[config.mk]
export PLATFORM = sky130hd
export DESIGN_NAME = touch_event_to_pointer
export DESIGN_NICKNAME = d
export VERILOG_FILES = /design/src/design/tep_pkg.sv /design/src/design/touch_event_to_pointer.sv /design/src/design/tep_cfg_regs.sv /design/src/design/tep_event_proc.sv
export SDC_FILE = /design/constraint.sdc
export NUM_CORES = 1
export LEC_CHECK = 0
export BUFFER_PORTS_ARGS = -buffer_cell sky130_fd_sc_hd__buf_2
export CORE_UTILIZATION = 63
export CTS_BUF_LIST = sky130_fd_sc_hd__clkbuf_8
export DETAILED_ROUTE_END_ITERATION = 8
export PLACE_DENSITY = 0.9
export REMOVE_ABC_BUFFERS = 1
export SETUP_SLACK_MARGIN = 0.05
export SYNTH_ARGS = -nofsm -noshare
export SYNTH_HDL_FRONTEND = slang
export SYNTH_SLANG_ARGS = --single-unit
[constraint.sdc]
create_clock -name clk -period 14.8 [get_ports clk]
set_input_delay 2.22 -clock clk [delete_from_list [all_inputs] [get_ports clk]]
set_output_delay 2.22 -clock clk [all_outputs]
set_load 0.1 [all_outputs]
[src/design/tep_pkg.sv]
`timescale 1ns / 1ps

package tep_pkg;

  localparam logic [4:0] EVT_SYNC = 5'd0;
  localparam logic [4:0] EVT_KEY  = 5'd1;
  localparam logic [4:0] EVT_ABS  = 5'd3;

  localparam logic [9:0] CODE_POS_X = 10'h035;
  localparam logic [9:0] CODE_POS_Y = 10'h036;
  localparam logic [9:0] CODE_TOUCH = 10'h14A;
  localparam logic [9:0] CODE_DTAP  = 10'h14D;

  localparam int SCALE_SHIFT = 12;

  localparam logic [1:0] REG_SCALE_ENABLE   = 2'd0;
  localparam logic [1:0] REG_SCREEN_WIDTH   = 2'd1;
  localparam logic [1:0] REG_SCREEN_HEIGHT  = 2'd2;
  localparam logic [1:0] REG_MOVE_THRESHOLD = 2'd3;

  localparam logic [1:0] BTN_NONE  = 2'd0;
  localparam logic [1:0] BTN_LEFT  = 2'd1;
  localparam logic [1:0] BTN_RIGHT = 2'd2;

  typedef struct packed {
    logic        scale_enable;
    logic [11:0] screen_width;
    logic [11:0] screen_height;
    logic [15:0] move_threshold;
  } tep_cfg_t;

  typedef struct packed {
    logic [4:0]  event_type;
    logic [9:0]  event_code;
    logic [31:0] event_value;
  } tep_event_t;

  typedef struct packed {
    logic        emit;
    logic [15:0] pointer_x;
    logic [15:0] pointer_y;
    logic [1:0]  button_state;
  } tep_result_t;

endpackage

[src/design/touch_event_to_pointer.sv]
`timescale 1ns / 1ps
// Touch event to pointer converter.
// Slave stream: s_tuser carries the event type, s_tdata the event code and
// value. Master stream: m_tdata carries the held X and Y coordinates and the
// button state. Absolute X/Y moves over move_threshold update the held coordinates
// and give no transfer; touch and double-tap keys always give one; a sync event
// gives a left-button drag transfer when one finger stayed down and the position moved.
// The config channel (cfg_valid, cfg_ready, cfg_index, cfg_data) writes
// scale_enable (0), screen_width (1), screen_height (2), move_threshold (3);
// cfg_ready is always high. Write config only while the block is idle.
// An event is taken into an input register, evaluated from there by one 12x16
// multiply, compare and flag update, and its result lands in the output
// register, from which m_tvalid rises when the event gives a transfer.
// Throughput: one event per cycle while the output register is free (m_tvalid
// low or m_tready high), set by the input-to-output stage.
// When m_tready is low the result holds in the output register; one more event
// waits in the input register, then s_tready drops until the result is taken.
// Reset (rst, synchronous) empties both registers, clears all tracking state
// and loads the register defaults.

module touch_event_to_pointer (
  input  logic        clk,
  input  logic        rst,
  input  logic        s_tvalid,
  output logic        s_tready,
  input  logic [47:0] s_tdata,   // event_code[9:0], event_value[41:10], zero pad
  input  logic [4:0]  s_tuser,   // event_type[4:0]
  output logic        m_tvalid,
  input  logic        m_tready,
  output logic [39:0] m_tdata,   // pointer_x[15:0], pointer_y[31:16], button_state[33:32]
  input  logic        cfg_valid,
  output logic        cfg_ready,
  input  logic [1:0]  cfg_index,
  input  logic [15:0] cfg_data
);
  import tep_pkg::*;

  tep_cfg_t    cfg;
  tep_event_t  s1_evt;
  logic        s1_valid;
  logic        out_free;
  logic        s1_go;
  tep_result_t res;
  logic [15:0] out_x, out_y;
  logic [1:0]  out_btn;

  assign cfg_ready = 1'b1;
  assign out_free  = !m_tvalid || m_tready;
  assign s1_go     = s1_valid && out_free;
  assign s_tready  = !s1_valid || out_free;

  tep_cfg_regs u_cfg (
    .clk      (clk),
    .rst      (rst),
    .wr_en    (cfg_valid && cfg_ready),
    .wr_index (cfg_index),
    .wr_data  (cfg_data),
    .cfg      (cfg)
  );

  always_ff @(posedge clk) begin
    if (rst) begin
      s1_valid <= 1'b0;
    end else if (s_tready) begin
      s1_valid <= s_tvalid;
    end
  end

  always_ff @(posedge clk) begin
    if (s_tvalid && s_tready) begin
      s1_evt.event_type  <= s_tuser;
      s1_evt.event_code  <= s_tdata[9:0];
      s1_evt.event_value <= s_tdata[41:10];
    end
  end

  tep_event_proc u_proc (
    .clk (clk),
    .rst (rst),
    .go  (s1_go),
    .evt (s1_evt),
    .cfg (cfg),
    .res (res)
  );

  always_ff @(posedge clk) begin
    if (rst) begin
      m_tvalid <= 1'b0;
    end else if (out_free) begin
      m_tvalid <= s1_go && res.emit;
    end
  end

  always_ff @(posedge clk) begin
    if (s1_go && res.emit) begin
      out_x   <= res.pointer_x;
      out_y   <= res.pointer_y;
      out_btn <= res.button_state;
    end
  end

  assign m_tdata = {6'd0, out_btn, out_y, out_x};

endmodule

[src/design/tep_cfg_regs.sv]
`timescale 1ns / 1ps

module tep_cfg_regs (
  input  logic               clk,
  input  logic               rst,
  input  logic               wr_en,
  input  logic [1:0]         wr_index,
  input  logic [15:0]        wr_data,
  output tep_pkg::tep_cfg_t  cfg
);
  import tep_pkg::*;

  always_ff @(posedge clk) begin
    if (rst) begin
      cfg.scale_enable   <= 1'b0;
      cfg.screen_width   <= 12'd600;
      cfg.screen_height  <= 12'd800;
      cfg.move_threshold <= 16'd0;
    end else if (wr_en) begin
      unique case (wr_index)
        REG_SCALE_ENABLE:   cfg.scale_enable   <= wr_data[0];
        REG_SCREEN_WIDTH:   cfg.screen_width   <= wr_data[11:0];
        REG_SCREEN_HEIGHT:  cfg.screen_height  <= wr_data[11:0];
        REG_MOVE_THRESHOLD: cfg.move_threshold <= wr_data;
        default: ;
      endcase
    end
  end

endmodule

[src/design/tep_event_proc.sv]
`timescale 1ns / 1ps

module tep_event_proc (
  input  logic                  clk,
  input  logic                  rst,
  input  logic                  go,
  input  tep_pkg::tep_event_t   evt,
  input  tep_pkg::tep_cfg_t     cfg,
  output tep_pkg::tep_result_t  res
);
  import tep_pkg::*;

  logic [15:0] held_x, held_y, frame_x, frame_y;
  logic        touch_latched, touch_pending, dtap_latched, dtap_pending;

  logic [15:0] sat_pos;
  logic [11:0] dim;
  logic [27:0] product;
  logic [15:0] pos;
  logic [15:0] held_sel;
  logic [15:0] diff;
  logic        move_ok;
  logic        pressed;
  logic        is_x, is_y;

  always_comb begin
    if (evt.event_value[31])          sat_pos = 16'd0;
    else if (|evt.event_value[30:16]) sat_pos = 16'hFFFF;
    else                              sat_pos = evt.event_value[15:0];
  end

  assign is_x     = (evt.event_code == CODE_POS_X);
  assign is_y     = (evt.event_code == CODE_POS_Y);
  assign dim      = is_x ? cfg.screen_width : cfg.screen_height;
  assign product  = 28'(dim) * 28'(sat_pos);
  assign pos      = cfg.scale_enable ? product[SCALE_SHIFT +: 16] : sat_pos;
  assign held_sel = is_x ? held_x : held_y;
  assign diff     = (held_sel > pos) ? (held_sel - pos) : (pos - held_sel);
  assign move_ok  = (diff > cfg.move_threshold);
  assign pressed  = |evt.event_value;

  always_comb begin
    res.emit         = 1'b0;
    res.pointer_x    = held_x;
    res.pointer_y    = held_y;
    res.button_state = BTN_NONE;
    if (evt.event_type == EVT_KEY) begin
      if (evt.event_code == CODE_TOUCH) begin
        res.emit         = 1'b1;
        res.button_state = pressed ? BTN_LEFT : BTN_NONE;
      end else if (evt.event_code == CODE_DTAP) begin
        res.emit         = 1'b1;
        res.button_state = pressed ? BTN_RIGHT : BTN_NONE;
      end
    end else if (evt.event_type == EVT_SYNC) begin
      res.emit = !dtap_latched && !dtap_pending && touch_latched && touch_pending &&
                 ((held_x != frame_x) || (held_y != frame_y));
      res.button_state = BTN_LEFT;
    end
  end

  always_ff @(posedge clk) begin
    if (rst) begin
      held_x        <= 16'd0;
      held_y        <= 16'd0;
      frame_x       <= 16'd0;
      frame_y       <= 16'd0;
      touch_latched <= 1'b0;
      touch_pending <= 1'b0;
      dtap_latched  <= 1'b0;
      dtap_pending  <= 1'b0;
    end else if (go) begin
      if (evt.event_type == EVT_ABS) begin
        if (is_x && move_ok) held_x <= pos;
        if (is_y && move_ok) held_y <= pos;
      end else if (evt.event_type == EVT_KEY) begin
        if (evt.event_code == CODE_TOUCH) touch_pending <= pressed;
        if (evt.event_code == CODE_DTAP)  dtap_pending  <= pressed;
      end else if (evt.event_type == EVT_SYNC) begin
        frame_x       <= held_x;
        frame_y       <= held_y;
        touch_latched <= touch_pending;
        dtap_latched  <= dtap_pending;
      end
    end
  end

endmodule

---- Word level (Yosys, flattened, before mapping) ----
Index checks and enable logic that the tools add are counted.
operators by class
  multiplexer cells ....................... 16
  reduce and logical (&&, ||, !) cells .... 29
  equal/unequal tests ..................... 11
  $lt $le $gt $ge ......................... 2
  multipliers ............................. 1
  add/subtract/negate cells ............... 2
  bitwise gates (word level) .............. 2
operator list
  kind                                                   count
  two-way mux 16 bit                                     5
  greater-than comparator 16 bit                         2
  != test 16 bit                                         2
  OR reduction 32 bit                                    1
  subtractor 16 bit                                      2
  multiplier 12 x 16 -> 28 bit                           1
  equality test 10 x 6 -> 1 bit (second input constant)  2
  equality test 10 x 9 -> 1 bit (second input constant)  2
  OR reduction 15 bit                                    1
  two-way mux 12 bit                                     1
  AND reduction 4 bit                                    3
  logical AND 1 bit                                      9
  two-way mux 2 bit                                      4
  AND reduction 2 bit                                    4
  two-way mux 1 bit                                      6
  AND reduction 3 bit                                    2
  equality test 5 x 1 -> 1 bit (second input constant)   1
  equality test 5 x 2 -> 1 bit (second input constant)   1
  zero test 5 bit                                        1
  equality test 2 bit (second input constant)            2
  zero test 1 bit                                        4
  logical OR 1 bit                                       3
  equality test 2 x 1 -> 1 bit (second input constant)   1
  zero test 2 bit                                        1
  NOT 1 bit                                              2
storage, ports and cells
  register bits ........................... 192
  word-level logic and storage cells ...... 83

---- Logic depth before layout (Yosys ltp) ----
  depth in word-level cells ............... 10
  gate-level depth with buffers ........... 51
  depth with buffers taken out ............ 47

---- Modules after synthesis ----
A second synthesis with hierarchy kept.
unflattened totals
  cell total of the unflattened synthesis .. 1647
  area total of the unflattened synthesis .. 15637.5 sq um
by module, submodules not included
  module                  instances  seq. area each (sq um)  cells an instance  area each (sq um)
  tep_event_proc          1          1361.3                  1383               11315.9
  touch_event_to_pointer  1          2472.4                  101                2595.0
  tep_cfg_regs            1          820.8                   163                1726.7

---- Worst setup path after synthesis ----
Ideal clock, no wire load.
  path type ............................... register -> register
  from .................................... register s1_evt[16] (netlist bit)
  to ...................................... register u_proc.held_x[1]
  stages on the path, launching flop included .. 49
  path buffers ............................ 6
  slack ................................... 3762 ps
  arrival time ............................ 10910 ps
  required time ........................... 14672 ps
  period minus slack after synthesis ...... 11038 ps
  cells stage by stage .................... edfxtp_1 -> or4_1 -> nor4_4 -> nand2_2 -> buf_1 -> nor2_1 -> nor2_1 -> clkbuf_1 -> nand2_1 -> fa_1 -> fa_1 -> fa_1 -> inv_1 -> fa_1 -> fa_1 -> ha_1 -> nand4_1 -> or3b_1 -> [... 13 more ...] -> or3b_4 -> o21ai_2 -> buf_4 -> mux2i_1 -> xor2_1 -> ha_1 -> a21o_1 -> a21o_1 -> a211o_1 -> a21o_1 -> a21o_1 -> a21oi_1 -> o221ai_1 -> and3_1 -> clkbuf_1 -> buf_1 -> mux2i_1 -> nor2_1
on the way
  word-level cells in the longest chain between the ends .. 10
RTL lines
  what                                                                        RTL line                      RTL
  start, declared                                                             touch_event_to_pointer.sv:39  tep_event_t s1_evt;
  OR reduction 15 bit *                                                       tep_event_proc.sv:28          else if (|evt.event_value[30:16]) sat_pos = 16'hFFFF;
  two-way mux 16 bit *                                                        tep_event_proc.sv:28
  two-way mux 16 bit *                                                        tep_event_proc.sv:27          if (evt.event_value[31]) sat_pos = 16'd0;
  multiplier 12 x 16 -> 28 bit                                                tep_event_proc.sv:35          assign product = 28'(dim) * 28'(sat_pos);
  two-way mux 16 bit *                                                        tep_event_proc.sv:36          assign pos = cfg.scale_enable ? product[SCALE_SHIFT +: 16] : sat_pos;
  subtractor 16 bit / greater-than comparator 16 bit (equally long branches)  tep_event_proc.sv:38          assign diff = (held_sel > pos) ? (held_sel - pos) : (pos - held_sel);
  two-way mux 16 bit                                                          tep_event_proc.sv:38
  greater-than comparator 16 bit                                              tep_event_proc.sv:39          assign move_ok = (diff > cfg.move_threshold);
  logical AND 1 bit                                                           tep_event_proc.sv:74          if (is_x && move_ok) held_x <= pos;
  AND reduction 3 bit (no line)                                               n/a
  end signal, assigned                                                        tep_event_proc.sv:74
  end, declared                                                               tep_event_proc.sv:13          logic [15:0] held_x, held_y, frame_x, frame_y;
Every way passes the cells marked *; elsewhere a longest branch is shown, timed or not.
A chain may end at the register's enable or synchronous reset.

---- Worst setup path after layout ----
  from .................................... register s1_evt[30] (netlist bit)
  to ...................................... register u_proc.held_x[12]
Same word-level chain as after synthesis.

==> summary.md <==
| Metric | Value |
|---|---|
| Run status | finished clean |
| Congestion Overflow GR | 0 |
| Maximum clock rate | 76.2 MHz |
| Slowest stage delay, CP | ~0.75 ns |
| Seq/Total Area, Yosys | approximately 30% |
| Fin crit period | 13.12 ns |
| CTS Hold Buffers Added | 0 |
| Skew final | roughly 0.018 ns |
| Cells after Synth | around 1,700 |
| Required @ worst endpoint | about 15 ns |
| CTS Buf Count | 17 |
| Util after Layout | between 60% and 70% |
| Critical path class | reg -> reg |
| Clk sinks | 192 |
| Number of flops mapped to enable cells by yosys | 81 |
| Top-count cell post-synth | nand2_1 |
| CTS root buffer | clkbuf_8 |
| Largest net degree at the start of global routing | between 100 and 150 |
| Internal | 0.00106 W |
| Reg2reg start | s1_evt[30] |
| Sum Neg Setup Slack | 0 ns |
| Number of global-route vias before repair | about 13,000 |
| DRT iter0 DRCs | ~1,100 |
| I/O pin count | between 100 and 150 |
| Via Count | roughly 13,000 |
| Width of the die | 160 µm |
| Min Hold Slack | between 0.4 and 0.5 ns |
| Switching part of the total power | around 42% |
| Area Growth Syn to Fin | 7.76% |
| Yosys Warn Count | 0 |
| Final setup violation count | 0 |
| Mean Syn Cell Area | 8.96 µm² |
| Sw Pwr | around 0.00075 W |
| Final net count | 2,141 |
| HPWL after DPL | between 30 and 40 mm |
| Detailed Routing Iterations Pass 1 | 6 |
| Slew margin rel. | 14.6% |
| Worst Hold Launch | u_cfg.cfg[6] |
| Leak | approximately 7.9 nW |
| Unrepaired setup endpoints after global routing | false |
| Worst skew pair latency | 0.47 ns |
| Clock Tree Buf Depth | 2 |
| Crit path arrival time | about 13 ns |
| Total wire length | about 40 mm |
| Yosys reg bits | around 190 |
| Synthesized area | ~16,000 µm² |
| Initial cell density of the core | 64.4% |
| Max H-tree Level | 4 |
| Slowest stage cell, crit path | nor3_1 |
| Worst Setup Start Kind | flip-flop |
| Worst-case vdd ir drop | around 0.000091 V |
| Crit Path Max Fanout | 21 |
| Sequential power share | between 30% and 40% |
| Final Max Slew Viols | 0 |
| Synth Flop Type | dfxtp_1 |
| Clock network fraction of design power | 21.1% |
| First-pass GRT wire length | 64.7 mm |
| Fillers | 1,792 |
| Critical path origin | s1_evt[30] |
| Die area | roughly 25,000 µm² |
| Share of flip-flops with an asynchronous set or reset | 0% |
| Hold Path Class | reg -> reg |
| Antenna-violating nets left | 0 |
| Total GRT Usage | approximately a third |
| Die H | 160 µm |
| Layout cells sized above 1 | approximately 11% |
| Routed WL per cell | between 15 and 20 µm |
| Worst-path clk slew | between 0.1 and 0.15 ns |
| Ranking of synthesized cells by area | fa_1 (18%), edfxtp_1 (16%), dfxtp_1 (14%) |
| Register area | roughly 4700 µm² |
| Synth unique cells | a little over 80 |
| Slew @ Worst Pin | 1.25 ns |
| Fin. Hold Viols | 0 |
| Power Total | 0.00181 W |
| Vias per cell | about 6 |
| Flop-to-flop setup slack | between 1.5 and 2 ns |
| DRC | 0 |
| Initial antenna violation count | 0 |
| Routability cong. | between 0.9 and 1 |
| Synth top area share | between 10% and 20% |
| Synth area leader | fa_1 |
| Max-cap violations | 0 |
| Port bufs | 105 |
| Endpoint class of the critical path | flip-flop |
| Core area | around 24,000 µm² |
| DP Worst Slack | 1.96 ns |
| Final WS setup | 1.68 ns |
| CTS tree | yes |
| Most frequent cells after synthesis | nand2_1 (312), inv_1 (226), nor2_1 (153), fa_1 (141), a21oi_1 (117) |
| Row Count | 57 |
| Area occupied by multi-input gates | slightly below 10,000 µm² |
| Fin crit share | between 80% and 90% |
| Logic pwr share | 47.2% |
| Pwr Density | 108 nW/µm² |
| Post-CTS Setup Bufs | 0 |
| CTS resizes | 0 |
layer usage:
metal / GRT usage (%) / part of all wire [%] / vias up
met2: 51.2 / 46 / 718
li1: - / - / 5888
met4: 14.8 / 3.9 / 0
met5: 0 / 0 / -
met1: 42.3 / 40 / 6161
met3: 7.19 / 9.9 / 114
worst paths after layout:
path                                     endpoint  cells after the start
worst max-delay path            u_proc.held_x[12]                     44
worst max register to register  u_proc.held_x[12]                     44
worst min-delay path                 u_cfg.cfg[6]                      2
worst min register to register       u_cfg.cfg[6]                      2
registers in the layout (all words and copies together), names as in the netlist:
signal,count
u_cfg.cfg,41
u_proc.dtap_pending,1
u_proc.touch_pending,1
u_proc.frame_y,16
out_btn,2
u_proc.frame_x,16
u_proc.touch_latched,1
s1_valid,1
u_proc.held_x,16
u_proc.dtap_latched,1
out_y,16
s1_evt,47
u_proc.held_y,16
m_tvalid,1
out_x,16
logic make-up (layout without fill, tap and decap cells):
group	after synthesis	in the layout	synth area share, %
adder cells (fa/ha/maj)	248	248	26.6
XOR/XNOR	58	58	3.29
multiplexers	72	72	4.80
buffers and inverters	299	377	7.38
AND/OR/NAND/NOR	617	617	17.6
AO/OA/AOI/OAI	259	259	10.5
flip-flops	192	192	29.7
other	2	8	0.0480
area by class of cell:
class / instances / share of cell area, %
Multi-Input combinational cell: 1261 / 58.6
Inverter: 229 / 5.09
Timing Repair Buffer: 116 / 3.62
Clock inverter: 15 / 1.26
Clock buffer: 17 / 1.39
Tap cell: 324 / 2.40
Sequential cell: 192 / 27.6
Antenna cell: 1 / 0.0148
placed cells by master (no fill, tap or decap), drive strengths merged, types with 17 or more instances in the layout:
| master | netlist | routed |
|---|---|---|
| a211oi | 24 | 24 |
| a21o | 23 | 23 |
| a21oi | 117 | 117 |
| buf | 16 | 116 |
| clkbuf | 54 | 17 |
| dfxtp | 111 | 111 |
| edfxtp | 81 | 81 |
| fa | 141 | 141 |
| ha | 107 | 107 |
| inv | 229 | 236 |
| mux2 | 19 | 19 |
| mux2i | 53 | 53 |
| nand2 | 313 | 313 |
| nor2 | 154 | 154 |
| nor4 | 18 | 18 |
| o21ai | 26 | 26 |
| xor2 | 43 | 43 |
metrics by stage:
| stage | cell area, µm² | std cells |
|---|---|---|
| finish | 16900 | 2155 |
| detailed placement | 16400 | 2122 |
| CTS | 16900 | 2154 |
| global placement | 16400 | 2122 |
| global route | 16900 | 2154 |
| floorplan | 15400 | 1682 |
critical path: cells and delay by family (launching register included):
family	cells	cell delay, ns
XOR/XNOR	1	0.19
AO/OA/AOI/OAI	16	3.22
flip-flops	1	0.37
adder cells (fa/ha/maj)	8	3.51
AND/OR/NAND/NOR	14	4.72
buffers and inverters	3	0.37
multiplexers	2	0.56
power groups by stage:
stage	Sequential [W]	Combinational, W	Clock, W
finish	0.000574	0.000857	0.000383
global route	0.000576	0.000961	0.000408
CTS	0.000574	0.000835	0.000386
detailed placement	0.000586	0.000828	0
global placement	0.000585	0.000795	0
floorplan	0.000585	0.000622	0
Power figures use the tool's default switching activity.
